--- config.mk ---
export PLATFORM = sky130hd
export DESIGN_NAME = lfu_cache_with_lru_tiebreak_top
export DESIGN_NICKNAME = d
export VERILOG_FILES = /design/src/lfu_pkg.sv /design/src/lfu_ram.sv /design/src/lfu_scan.sv /design/src/lfu_cache_with_lru_tiebreak_top.sv
export SDC_FILE = /design/constraint.sdc
export NUM_CORES = 2
export LEC_CHECK = 0
export BUFFER_PORTS_ARGS = -buffer_cell sky130_fd_sc_hd__buf_2
export CORE_MARGIN = 2
export CORE_UTILIZATION = 52
export CTS_CLUSTER_DIAMETER = 40
export DETAILED_ROUTE_END_ITERATION = 6
export PLACE_DENSITY = 0.81
export SYNTH_ARGS = -nofsm -noshare
export SYNTH_HDL_FRONTEND = slang
export SYNTH_SLANG_ARGS = --single-unit
--- constraint.sdc ---
create_clock -name i_clk -period 6.2 [get_ports i_clk]
set_clock_uncertainty 0.15 [all_clocks]
set_input_delay 0.93 -clock i_clk [delete_from_list [all_inputs] [get_ports i_clk]]
set_output_delay 0.93 -clock i_clk [all_outputs]
set_load 0.005 [all_outputs]
--- src/lfu_pkg.sv ---
// Shared types and constants for the LFU key/value store with LRU tie break.
package lfu_pkg;

    // Store size and use-count width.
    localparam int CAPACITY    = 16;
    localparam int COUNT_WIDTH = 16;

    // Field widths.
    localparam int KEY_W  = 32;
    localparam int VAL_W  = 32;
    localparam int CFG_W  = 5;
    localparam int IN_W   = 72;
    localparam int OUT_W  = 40;

    // Derived widths: slot index, recency rank, occupancy count.
    localparam int IDX_W  = (CAPACITY > 1) ? $clog2(CAPACITY) : 1;
    localparam int RANK_W = IDX_W;
    localparam int USED_W = $clog2(CAPACITY + 1);
    localparam int CAPW   = (CFG_W > USED_W) ? CFG_W : USED_W;

    localparam logic [CFG_W-1:0]       CAP_RESET = CFG_W'(16);
    localparam logic [COUNT_WIDTH-1:0] COUNT_MAX = '1;
    localparam logic [VAL_W-1:0]       VAL_MISS  = '1;
    localparam logic [VAL_W-1:0]       VAL_PUT   = '0;

    typedef enum logic {
        CMD_GET = 1'b0,
        CMD_PUT = 1'b1
    } t_cmd;

    typedef enum logic [2:0] {
        S_IDLE,
        S_SCAN,
        S_DECIDE,
        S_UPDATE,
        S_RESULT
    } t_state;

    // One memory word: everything held for a slot except its valid bit.
    typedef struct packed {
        logic signed [KEY_W-1:0] key;
        logic signed [VAL_W-1:0] value;
        logic [COUNT_WIDTH-1:0]  count;
        logic [RANK_W-1:0]       rank;
    } t_entry;

    // What the lookup sweep found.
    typedef struct packed {
        logic                    hit;
        logic [IDX_W-1:0]        hit_idx;
        logic signed [VAL_W-1:0] hit_value;
        logic [COUNT_WIDTH-1:0]  hit_count;
        logic [RANK_W-1:0]       hit_rank;
        logic                    vic_found;
        logic [IDX_W-1:0]        vic_idx;
        logic [COUNT_WIDTH-1:0]  vic_count;
        logic [RANK_W-1:0]       vic_rank;
        logic                    free_found;
        logic [IDX_W-1:0]        free_idx;
    } t_scan;

endpackage

--- src/lfu_ram.sv ---
// Simple dual-port synchronous RAM with a registered read port.
module lfu_ram #(
    parameter int DEPTH = 16,
    parameter int WIDTH = 8,
    localparam int AW = (DEPTH > 1) ? $clog2(DEPTH) : 1
) (
    input  logic             i_clk,
    input  logic             i_we,
    input  logic [AW-1:0]    i_waddr,
    input  logic [WIDTH-1:0] i_wdata,
    input  logic [AW-1:0]    i_raddr,
    output logic [WIDTH-1:0] o_rdata
);

    logic [WIDTH-1:0] mem [DEPTH];

    // Write port.
    always_ff @(posedge i_clk) begin
        if (i_we) begin
            mem[i_waddr] <= i_wdata;
        end
    end

    // Registered read port.
    always_ff @(posedge i_clk) begin
        o_rdata <= mem[i_raddr];
    end

endmodule

--- src/lfu_scan.sv ---
// Lookup sweep: finds the matching key, the eviction victim and a free slot.
module lfu_scan import lfu_pkg::*; (
    input  logic                    i_clk,
    input  logic                    i_clear,
    input  logic                    i_chk_vld,
    input  logic [IDX_W-1:0]        i_chk_idx,
    input  logic                    i_chk_valid_bit,
    input  t_entry                  i_entry,
    input  logic signed [KEY_W-1:0] i_key,
    output t_scan                   o_scan
);

    t_scan r_scan;
    t_scan n_scan;
    logic  en;
    logic  better;

    // Fold one slot into the running results.
    always_comb begin
        n_scan = r_scan;
        en     = i_chk_vld && i_chk_valid_bit;
        better = !r_scan.vic_found
                 || (i_entry.count < r_scan.vic_count)
                 || ((i_entry.count == r_scan.vic_count) && (i_entry.rank < r_scan.vic_rank));
        if (i_clear) begin
            n_scan = '0;
        end else begin
            if (en && !r_scan.hit && (i_entry.key == i_key)) begin
                n_scan.hit       = 1'b1;
                n_scan.hit_idx   = i_chk_idx;
                n_scan.hit_value = i_entry.value;
                n_scan.hit_count = i_entry.count;
                n_scan.hit_rank  = i_entry.rank;
            end
            if (en && better) begin
                n_scan.vic_found = 1'b1;
                n_scan.vic_idx   = i_chk_idx;
                n_scan.vic_count = i_entry.count;
                n_scan.vic_rank  = i_entry.rank;
            end
            if (i_chk_vld && !i_chk_valid_bit && !r_scan.free_found) begin
                n_scan.free_found = 1'b1;
                n_scan.free_idx   = i_chk_idx;
            end
        end
    end

    // Result register.
    always_ff @(posedge i_clk) begin
        r_scan <= n_scan;
    end

    assign o_scan = r_scan;

endmodule

--- src/lfu_cache_with_lru_tiebreak_top.sv ---
// Top level of the LFU key/value store with least-recently-used tie break.
// Each request is a get or a put and gives exactly one result. All slot
// contents (key, value, use count, recency rank) live in one dual-port RAM
// with one read and one write per cycle, and valid bits sit in flip-flops.
// A request first sweeps every slot through the read port to find the key,
// the victim and a free slot. A get miss, a put while capacity is zero, and
// a put into a free slot then finish. A hit or a put that evicts runs a
// second read-modify-write sweep that closes the recency ranks and writes
// the slot. The next request is taken while a finished result still waits
// on the output.
module lfu_cache_with_lru_tiebreak_top import lfu_pkg::*; (
    input  logic              i_clk,
    input  logic              i_rst_n,
    // Configuration: capacity_in_use.
    input  logic              i_cfg_we,
    input  logic [CFG_W-1:0]  i_cfg_wdata,
    // Request stream.
    input  logic              s_axis_tvalid,
    output logic              s_axis_tready,
    input  logic [IN_W-1:0]   s_axis_tdata,   // command[0], key[32:1], value[64:33], zeros
    // Result stream.
    output logic              m_axis_tvalid,
    input  logic              m_axis_tready,
    output logic [OUT_W-1:0]  m_axis_tdata    // hit[0], read_value[32:1], zeros
);

    t_state r_state, n_state;

    logic [CFG_W-1:0]        r_cap;
    logic [USED_W-1:0]       r_used;
    logic [CAPACITY-1:0]     r_valid;

    // Latched request.
    t_cmd                    r_cmd;
    logic signed [KEY_W-1:0] r_key;
    logic signed [VAL_W-1:0] r_val;

    // Sweep counter and read pipeline.
    logic [USED_W-1:0]       r_cnt;
    logic                    r_chk_vld;
    logic [IDX_W-1:0]        r_chk_idx;

    // Update sweep target.
    logic [IDX_W-1:0]        r_tgt;
    logic [RANK_W-1:0]       r_thr;
    t_entry                  r_new;

    // Pending result and output register.
    logic                    r_res_hit;
    logic [VAL_W-1:0]        r_res_val;
    logic                    r_out_vld;
    logic                    r_out_hit;
    logic [VAL_W-1:0]        r_out_val;

    // Control from the state machine.
    logic accept, issue, sweep_end, load_out;
    logic dec_update, dec_insert;

    t_scan  scan;
    t_entry rd_entry;
    t_entry new_entry;
    t_entry dec_entry;
    logic   ram_we;
    logic [IDX_W-1:0] ram_waddr;
    t_entry ram_wdata;

    logic [CAPW-1:0]   cap_eff;
    logic [CAPW-1:0]   cap_ext;
    logic [CAPW-1:0]   used_ext;
    logic              full;
    logic              cap_zero;
    logic [USED_W-1:0] used_m1;
    logic [COUNT_WIDTH-1:0] hit_count_inc;
    logic              upd_en, is_tgt, rank_above;

    // Effective capacity, clamped to the store size.
    always_comb begin
        cap_ext  = CAPW'(r_cap);
        cap_eff  = (cap_ext > CAPW'(CAPACITY)) ? CAPW'(CAPACITY) : cap_ext;
        used_ext = CAPW'(r_used);
        full     = used_ext >= cap_eff;
        cap_zero = cap_eff == '0;
        used_m1  = r_used - USED_W'(1);
        hit_count_inc = (scan.hit_count == COUNT_MAX) ? scan.hit_count
                                                      : scan.hit_count + COUNT_WIDTH'(1);
    end

    // State machine: next state and control strobes.
    always_comb begin
        n_state    = r_state;
        accept     = 1'b0;
        issue      = 1'b0;
        sweep_end  = 1'b0;
        load_out   = 1'b0;
        dec_update = 1'b0;
        dec_insert = 1'b0;
        unique case (r_state)
            S_IDLE: begin
                accept = s_axis_tvalid;
                if (s_axis_tvalid) begin
                    n_state = S_SCAN;
                end
            end
            S_SCAN, S_UPDATE: begin
                issue     = r_cnt != USED_W'(CAPACITY);
                sweep_end = r_cnt == USED_W'(CAPACITY);
                if (sweep_end) begin
                    n_state = (r_state == S_SCAN) ? S_DECIDE : S_RESULT;
                end
            end
            S_DECIDE: begin
                n_state = S_RESULT;
                if (r_cmd == CMD_GET) begin
                    dec_update = scan.hit;
                end else if (!cap_zero) begin
                    dec_update = scan.hit || full;
                    dec_insert = !scan.hit && !full;
                end
                if (dec_update) begin
                    n_state = S_UPDATE;
                end
            end
            S_RESULT: begin
                load_out = !r_out_vld || m_axis_tready;
                if (load_out) begin
                    n_state = S_IDLE;
                end
            end
            default: begin
                n_state = S_IDLE;
            end
        endcase
    end

    assign s_axis_tready = (r_state == S_IDLE);

    // State register.
    always_ff @(posedge i_clk) begin
        if (!i_rst_n) begin
            r_state <= S_IDLE;
        end else begin
            r_state <= n_state;
        end
    end

    // Entry memory.
    lfu_ram #(
        .DEPTH (CAPACITY),
        .WIDTH ($bits(t_entry))
    ) u_ram (
        .i_clk   (i_clk),
        .i_we    (ram_we),
        .i_waddr (ram_waddr),
        .i_wdata (ram_wdata),
        .i_raddr (r_cnt[IDX_W-1:0]),
        .o_rdata (rd_entry)
    );

    // Lookup sweep.
    lfu_scan u_scan (
        .i_clk           (i_clk),
        .i_clear         (accept),
        .i_chk_vld       (r_chk_vld && (r_state == S_SCAN)),
        .i_chk_idx       (r_chk_idx),
        .i_chk_valid_bit (r_valid[r_chk_idx]),
        .i_entry         (rd_entry),
        .i_key           (r_key),
        .o_scan          (scan)
    );

    // Target word for a hit or an eviction: the new rank is the top one.
    always_comb begin
        dec_entry.key   = r_key;
        dec_entry.rank  = used_m1[RANK_W-1:0];
        if (scan.hit) begin
            dec_entry.value = (r_cmd == CMD_PUT) ? r_val : scan.hit_value;
            dec_entry.count = hit_count_inc;
        end else begin
            dec_entry.value = r_val;
            dec_entry.count = COUNT_WIDTH'(1);
        end
        // Insert into a free slot: the rank is the current occupancy.
        new_entry.key   = r_key;
        new_entry.value = r_val;
        new_entry.count = COUNT_WIDTH'(1);
        new_entry.rank  = r_used[RANK_W-1:0];
    end

    // Write port: free-slot insert at decide, or the rank-closing sweep.
    always_comb begin
        upd_en     = (r_state == S_UPDATE) && r_chk_vld && r_valid[r_chk_idx];
        is_tgt     = r_chk_idx == r_tgt;
        rank_above = rd_entry.rank > r_thr;
        ram_we     = 1'b0;
        ram_waddr  = r_chk_idx;
        ram_wdata  = rd_entry;
        if (dec_insert) begin
            ram_we    = 1'b1;
            ram_waddr = scan.free_idx;
            ram_wdata = new_entry;
        end else if (upd_en && is_tgt) begin
            ram_we    = 1'b1;
            ram_wdata = r_new;
        end else if (upd_en && rank_above) begin
            ram_we         = 1'b1;
            ram_wdata.rank = rd_entry.rank - RANK_W'(1);
        end
    end

    // Control registers: configuration, occupancy, valid bits, sweep, output.
    always_ff @(posedge i_clk) begin
        if (!i_rst_n) begin
            r_cap     <= CAP_RESET;
            r_used    <= '0;
            r_valid   <= '0;
            r_cnt     <= '0;
            r_chk_vld <= 1'b0;
            r_out_vld <= 1'b0;
        end else begin
            if (i_cfg_we) begin
                r_cap <= i_cfg_wdata;
            end
            if (dec_insert) begin
                r_used                  <= r_used + USED_W'(1);
                r_valid[scan.free_idx]  <= 1'b1;
            end
            if (accept || (r_state == S_DECIDE)) begin
                r_cnt <= '0;
            end else if (issue) begin
                r_cnt <= r_cnt + USED_W'(1);
            end
            r_chk_vld <= issue;
            if (load_out) begin
                r_out_vld <= 1'b1;
            end else if (m_axis_tready) begin
                r_out_vld <= 1'b0;
            end
        end
    end

    // Payload registers.
    always_ff @(posedge i_clk) begin
        r_chk_idx <= r_cnt[IDX_W-1:0];
        if (accept) begin
            r_cmd <= t_cmd'(s_axis_tdata[0]);
            r_key <= s_axis_tdata[KEY_W:1];
            r_val <= s_axis_tdata[KEY_W+VAL_W:KEY_W+1];
        end
        if (r_state == S_DECIDE) begin
            r_res_hit <= scan.hit;
            if (r_cmd == CMD_PUT) begin
                r_res_val <= VAL_PUT;
            end else if (scan.hit) begin
                r_res_val <= scan.hit_value;
            end else begin
                r_res_val <= VAL_MISS;
            end
            r_tgt <= scan.hit ? scan.hit_idx : scan.vic_idx;
            r_thr <= scan.hit ? scan.hit_rank : scan.vic_rank;
            r_new <= dec_entry;
        end
        if (load_out) begin
            r_out_hit <= r_res_hit;
            r_out_val <= r_res_val;
        end
    end

    assign m_axis_tvalid = r_out_vld;
    assign m_axis_tdata  = {(OUT_W - VAL_W - 1)'(0), r_out_val, r_out_hit};

endmodule
## After elaboration in Yosys (flattened, before gate mapping)

Memories as Yosys holds them, arrays and structs flattened. A register that Yosys moved wholly into a read port is not among the register bits.
Index checks and enable logic that the tools add are counted.

| storage, ports and cells | value |
|---|---|
| memories | 1 |
| register bits after elaboration | 350 |
| RAM bits | 1344 |
| input port bits | 82 |

Memory list:

| memory | depth | bits a word | rd ports | clocked after Yosys merged registers in | write ports | line | RTL |
|---|---|---|---|---|---|---|---|
| u_ram.mem | 16 | 84 | 1 | 1 | 1 | lfu_ram.sv:15 | `logic [WIDTH-1:0] mem [DEPTH];` |

| operators by class | value |
|---|---|
| equality and inequality tests | 13 |
| add/subtract/negate cells | 5 |
| muxes and demuxes | 38 |
| bitwise operators | 2 |
| reduce and logical (&&, ||, !) cells | 31 |
| magnitude comparators | 8 |

Operators with widths:

| cell | count |
|---|---|
| 84-bit two-way mux | 1 |
| 80-bit two-way mux | 1 |
| 32-bit two-way mux | 2 |
| 48-bit two-way mux | 1 |
| 32-bit == test | 1 |
| 4-bit two-way mux | 5 |
| 1-bit two-way mux | 18 |
| 16-bit by 1-bit adder with 16-bit output, second input constant | 1 |
| 16-bit == test | 1 |
| 16-bit == test, second input constant | 1 |
| 16-bit less-than comparator | 1 |
| 16-bit two-way mux | 1 |
| 16-bit OR | 1 |
| 3-bit two-way mux | 5 |
| 1-bit logical AND | 14 |
| 3-bit case mux with 4 select lines | 1 |
| 5-bit by 1-bit adder with 5-bit output, second input constant | 2 |
| 4-bit by 5-bit less-than comparator with 1-bit output, second input constant | 2 |
| 4-bit by 1-bit subtractor with 4-bit output, second input constant | 2 |
| 3-bit by 2-bit == test with 1-bit output, second input constant | 2 |
| 1-bit zero test | 6 |
| 2-bit inequality test, second input constant | 3 |
| 5-bit == test, second input constant | 1 |
| 5-bit greater-or-equal comparator | 1 |
| 18 further kinds | 23 |

## Depth between registers and ports, before layout

| logic depth | value |
|---|---|
| depth in word-level cells | 11 |
| gate-level depth with buffers | 11 |
| mapped depth without buffers | 9 |

## Hierarchy

Synthesis repeated with hierarchy kept, for this count alone.

| unflattened totals | value |
|---|---|
| cells, all modules | 3644 |
| area total of the unflattened synthesis | 68014.0 µm² |

Modules (own cells, without submodules):

| module | sequential area each (µm²) | area an instance (µm²) | cells an instance | instances |
|---|---|---|---|---|
| lfu_ram | 42040.3 | 52052.4 | 2154 | 1 |
| lfu_cache_with_lru_tiebreak_top | 7497.2 | 11856.4 | 1067 | 1 |
| lfu_scan | 1741.7 | 4105.2 | 423 | 1 |

## Worst setup path before layout

No wires, ideal clock.

| timing | value |
|---|---|
| path type | register -> register |
| start | register r_used[0] |
| end | memory u_ram.mem[7][0] in the netlist's numbering (enable) |
| library setup time | 527 ps |
| period minus slack after synthesis | 6505 ps |
| slack | -305 ps |
| required time | 5523 ps |
| arrival time | 5828 ps |
| cell stages (with the launch flop) | 10 |
| cell sequence | dfxtp_1 > inv_1 > ha_1 > nor3b_1 > o21ai_0 > a2111oi_1 > buf_2 > and3_1 > a31oi_1 > nor2_1 |

| between the ends | value |
|---|---|
| word-level cells in the longest chain between the ends | 9 |
| elaborated cells on any way between the ends | 10 |
| classes of those cells | order compare: 1; mux: 7; reduce/logical: 2 |

RTL lines:

| item | line | RTL |
|---|---|---|
| start, declared | lfu_cache_with_lru_tiebreak_top.sv:30 | `logic [USED_W-1:0] r_used;` |
| start signal, assigned | lfu_cache_with_lru_tiebreak_top.sv:224 | `r_used <= r_used + USED_W'(1);` |
| 5-bit greater-or-equal comparator * | lfu_cache_with_lru_tiebreak_top.sv:81 | `full = used_ext >= cap_eff;` |
| 1-bit zero test * | lfu_cache_with_lru_tiebreak_top.sv:117 | `dec_insert = !scan.hit && !full;` |
| 1-bit logical AND * | lfu_cache_with_lru_tiebreak_top.sv:117 |  |
| 1-bit two-way mux * | lfu_cache_with_lru_tiebreak_top.sv:115 | `end else if (!cap_zero) begin` |
| 1-bit two-way mux * | lfu_cache_with_lru_tiebreak_top.sv:113 | `if (r_cmd == CMD_GET) begin` |
| 1-bit two-way mux * | lfu_cache_with_lru_tiebreak_top.sv:97 | `unique case (r_state)` |
| 1-bit two-way mux | lfu_cache_with_lru_tiebreak_top.sv:197 | `if (dec_insert) begin` |
| 1-bit two-way mux | lfu_ram.sv:19 | `if (i_we) begin` |
| 1-bit two-way mux (not written as such) | lfu_ram.sv:20 | `mem[i_waddr] <= i_wdata;` |
| end, declared | lfu_ram.sv:15 |  |

Mark *: on every way between the ends. The rest lies on a longest branch, timed or not.

## Final worst setup path

| timing | value |
|---|---|
| start | register r_used[0] |
| end | memory u_ram.mem[15][40] in the netlist's numbering (enable) |

Same word-level chain as after synthesis.

==> metrics.md <==
| Metric | Value |
|---|---|
| Synth Area in Simple Gates | `0.0260` |
| H-tree levels | `4` |
| Fmax | `between 200 and 250 MHz` |
| Final Setup Violations | `0` |
| Clock-pin slew of the registers on the worst-case setup and hold paths | `0.06 ns` |
| Critical path peak fanout | `18` |
| # Post-CTS Setup Buffers | `0` |
| Top cells by area, synth | `edfxtp_1 69%, mux4_2 14%, dfxtp_1 6.2%, mux2i_1 1.5%, o21ai_0 1.2%` |
| # DRC | `0` |
| Comb power frac | `0.027` |
| Die height | `365 µm` |
| Non-Filler Instances | `approximately 5,500` |
| Core Footprint | `0.129 mm²` |
| Mux cell area share after synthesis | `0.160` |
| Sw power | `5.25 mW` |
| Largest net degree at the start of global routing | `around 150` |
| Worst Hold Margin | `between 0.1 and 0.15 ns` |
| Core Rows | `132` |
| Die width | `365 µm` |
| Worst rel slew slack | `0.0760` |
| Worst setup path class | `flip-flop to flip-flop` |
| I/O Pins | `124` |
| Total track usage | `0.246` |
| Net count, final | `~3,700` |
| Worst-skew pair later-pin latency | `0.81 ns` |
| HPWL Detailed | `77.0 mm` |
| Clk sinks | `around 1,800` |
| Clock Tree Buf Depth | `3` |
| Adder-Cell Fraction of Synth Area | `0.00628` |
| Synth Area per Inst | `roughly 20 µm²` |
| Flop pwr share | `0.518` |
| Peak VDD IR | `between 0.0002 and 0.0003 V` |
| Clock Root Buffer | `clkbuf_16` |
| Number of port buffers | `109` |
| Clock network fraction of total power | `0.455` |
| Initial core utilization | `0.524` |
| Internal power | `20.1 mW` |
| Critical Path Max Stage Delay | `between 1 and 1.5 ns` |
| Dpl cell area | `approximately 0.071 mm²` |
| Hold crit path type | `input port to flip-flop` |
| Max-slew violation count | `0` |
| Fin crit share | `0.783` |
| Busiest grt layer | `met2` |
| Total CTS buffers | `184` |
| Least-Margin Pin Slew | `1.38 ns` |
| Post-route cell area | `slightly below 0.08 mm²` |
| Cts hold-fix bufs | `0` |
| Maxcap violations | `0` |
| Vias per std cell | `6.37` |
| Grt ovf | `0` |
| Cell Pwr Density | `327 mW/mm²` |
| Full die area | `roughly 0.13 mm²` |
| Drt first pass iters | `6` |
| Synth Flop Type | `edfxtp_1` |
| Synth Area in XOR/XNOR | `0.00737` |
| Number of global-route vias before repair | `36,312` |
| Diode count | `0` |
| Mapped Area | `0.0677 mm²` |
| Yosys cell types | `61` |
| GRT met1 Usage | `0.322` |
| Leakage power | `24.8 nW` |
| CP endpoint kind | `flip-flop` |
| EDFF count, synth | `~1,600` |
| Synth warn | `0` |
| Routed WL per cell | `29.4 µm` |
| M3 GR Usage | `0.0467` |
| WL final | `163 mm` |
| Setup TNS | `0 ns` |
| Post-synthesis sequential area ratio | `0.757` |
| Total power draw | `25.3 mW` |
| Final GP Congestion | `0.782` |
| Startpoint Class | `flip-flop` |
| Critical path arrival | `5.20 ns` |
| Sw Share | `0.207` |
| Tmin final | `4.86 ns` |
| Cell count after synthesis | `approximately 3,400` |
| Iter 0 DRT Violations | `5,161` |
| Vias | `35,261` |
| RSZ-0062 raised after global routing | `no` |
| Synth-to-Final Area Change | `14.6%` |
| Placed instance count | `5,184` |
| Largest family of logic cells by synthesized area | `multiplexers` |
| Layout cells sized above 1 | `0.268` |
| Status | `finished, final reports clean` |
| Met2 Resource Use GR | `0.411` |
| CTS tree | `yes` |
| Leading area contributor after synthesis | `edfxtp_1` |
| Post-synth ARST share | `0` |
| CTS resizes | `0` |
| Final hold viol count | `0` |
| Synth Register Bits | `around 1,800` |
| Worst path slowest cell | `a2111oi_2` |
| First-pass GRT wire length | `~240 mm` |
| Synth top area share | `0.695` |
| Worst Path Required | `about 6.5 ns` |
| Crit path cell chain | `inv_1 > ha_1 > nor3b_1 > o21ai_0 > a2111oi_2 > and3_1 > a31oi_1 > nor2_4 > buf_4` |
| Detail Route Antenna Nets | `0` |
| Initial antenna violation count | `0` |
| Synth Area in Compound Gates | `0.0264` |
cell usage in the layout, fill, tap and decap left out, types with 6 or more instances in the layout:
master	Yosys	routed
a21oi_1	118	118
a31oi_1	13	13
and2_1	9	9
and3_1	9	8
buf_12	0	32
buf_2	21	109
buf_4	8	98
bufinv_16	0	23
clkbuf_1	124	32
clkbuf_16	0	186
clkbuf_8	0	12
clkinv_1	1	19
clkinv_2	0	28
clkinv_4	0	8
clkinv_8	0	10
conb_1	1	7
dfxtp_1	211	206
edfxtp_1	1567	1567
ha_1	34	34
inv_1	70	69
inv_6	0	17
inv_8	0	7
mux2_2	9	9
mux2_4	11	11
mux2i_1	103	103
mux4_2	423	423
nand2_1	139	139
nand3_1	67	65
nand4_1	20	20
nor2_1	73	57
nor2_4	0	16
nor2b_1	29	27
nor3_1	12	12
o21a_1	6	6
o21ai_0	167	163
xnor2_1	46	46
xor2_1	11	11
power groups by stage:
stage / logic (mW) / registers [mW] / clock network (mW)
after floorplan: 0.493 / 13.3 / 0
after global placement: 0.660 / 13.4 / 0
after detailed placement: 0.683 / 13.4 / 0
after CTS: 0.702 / 13.1 / 11.6
after global routing: 0.750 / 13.1 / 12.1
final: 0.696 / 13.1 / 11.5
metrics by stage:
step | setup WS (ns) | util
after floorplan | -0.305 | -
after global placement | 1.53 | 0.550
after detailed placement | 1.48 | 0.550
after CTS | 1.41 | 0.600
after global routing | 1.13 | 0.600
final | 1.34 | 0.600
kinds of logic after synthesis:
kind of cell,after synthesis
adders and majority gates,34
AOI/OAI and AO/OA,331
xor gates and xnor gates,57
muxes,547
buffers and inverters,269
and+or+nand+nor,378
DFF,1778
other,1
worst max-delay path, delay by kind of cell, from the launching register on:
kind | cells | cell delay (ns)
fa+ha+maj | 1 | 0.31
flops | 1 | 0.38
buf+inv | 2 | 0.53
simple gates | 3 | 1.60
compound gates | 3 | 1.57
synth_stat cells, drive strengths merged, types with 2 or more instances:
master / count
o21a: 6
and4: 4
o21ai: 167
nor2: 73
xnor2: 46
inv: 70
o211ai: 4
nor2b: 29
mux4: 423
nor3b: 5
o31ai: 2
mux2i: 104
dfxtp: 211
a21boi: 3
mux2: 20
nor3: 12
edfxtp: 1567
or3: 2
a21oi: 118
nor4: 2
ha: 34
a41oi: 2
nand2b: 2
nand3: 67
buf: 73
or4: 2
nand2: 139
nand4: 20
a31oi: 13
and2: 9
xor2: 11
and3: 9
clkbuf: 125
layout make-up:
| class | count | area, µm² |
|---|---|---|
| clock buffers | 230 | 4940 |
| clock inverters | 119 | 1460 |
| fillers | 8467 | 51700 |
| inverters | 71 | 277 |
| multi-input cells | 1354 | 15500 |
| flip-flops and latches | 1778 | 51300 |
| well taps | 1742 | 2180 |
| repair buffers | 239 | 1920 |
state kept, by name (all words and copies together), names as in the netlist:
| register | cells |
|---|---|
| r_key | 32 |
| r_used | 5 |
| cap_ext | 5 |
| r_tgt | 4 |
| r_thr | 4 |
| r_chk_idx | 4 |
| r_cmd | 1 |
| r_chk_vld | 1 |
| r_out_hit | 1 |
| u_ram.o_rdata | 84 |
| r_valid | 16 |
| r_val | 32 |
| m_axis_tvalid | 1 |
| r_state | 3 |
| r_new | 84 |
| u_ram.mem | 1344 |
| r_res_hit | 1 |
| r_res_val | 32 |
| r_cnt | 5 |
| u_scan.o_scan | 87 |
| r_out_val | 32 |
metal layers:
layer,wire length (µm),up-vias,share of wire
li1,-,14171,-
met1,59800,18240,0.37
met2,82400,2427,0.51
met3,15000,423,0.092
met4,5710,0,0.035
met5,0,-,0
path summary, 6_finish.rpt:
kind / start / endpoint / slack, ns / depth (start not counted)
setup / recovery: r_used[0] / u_ram.mem[15][40] / 1.34 / 9
hold / removal: s_axis_tdata[45] / r_val[12] / 0.13 / 1
setup reg to reg: r_used[0] / u_ram.mem[15][40] / 1.34 / 9
hold reg to reg: r_res_val[22] / r_out_val[22] / 0.26 / 0
Power figures use the tool's default switching activity.
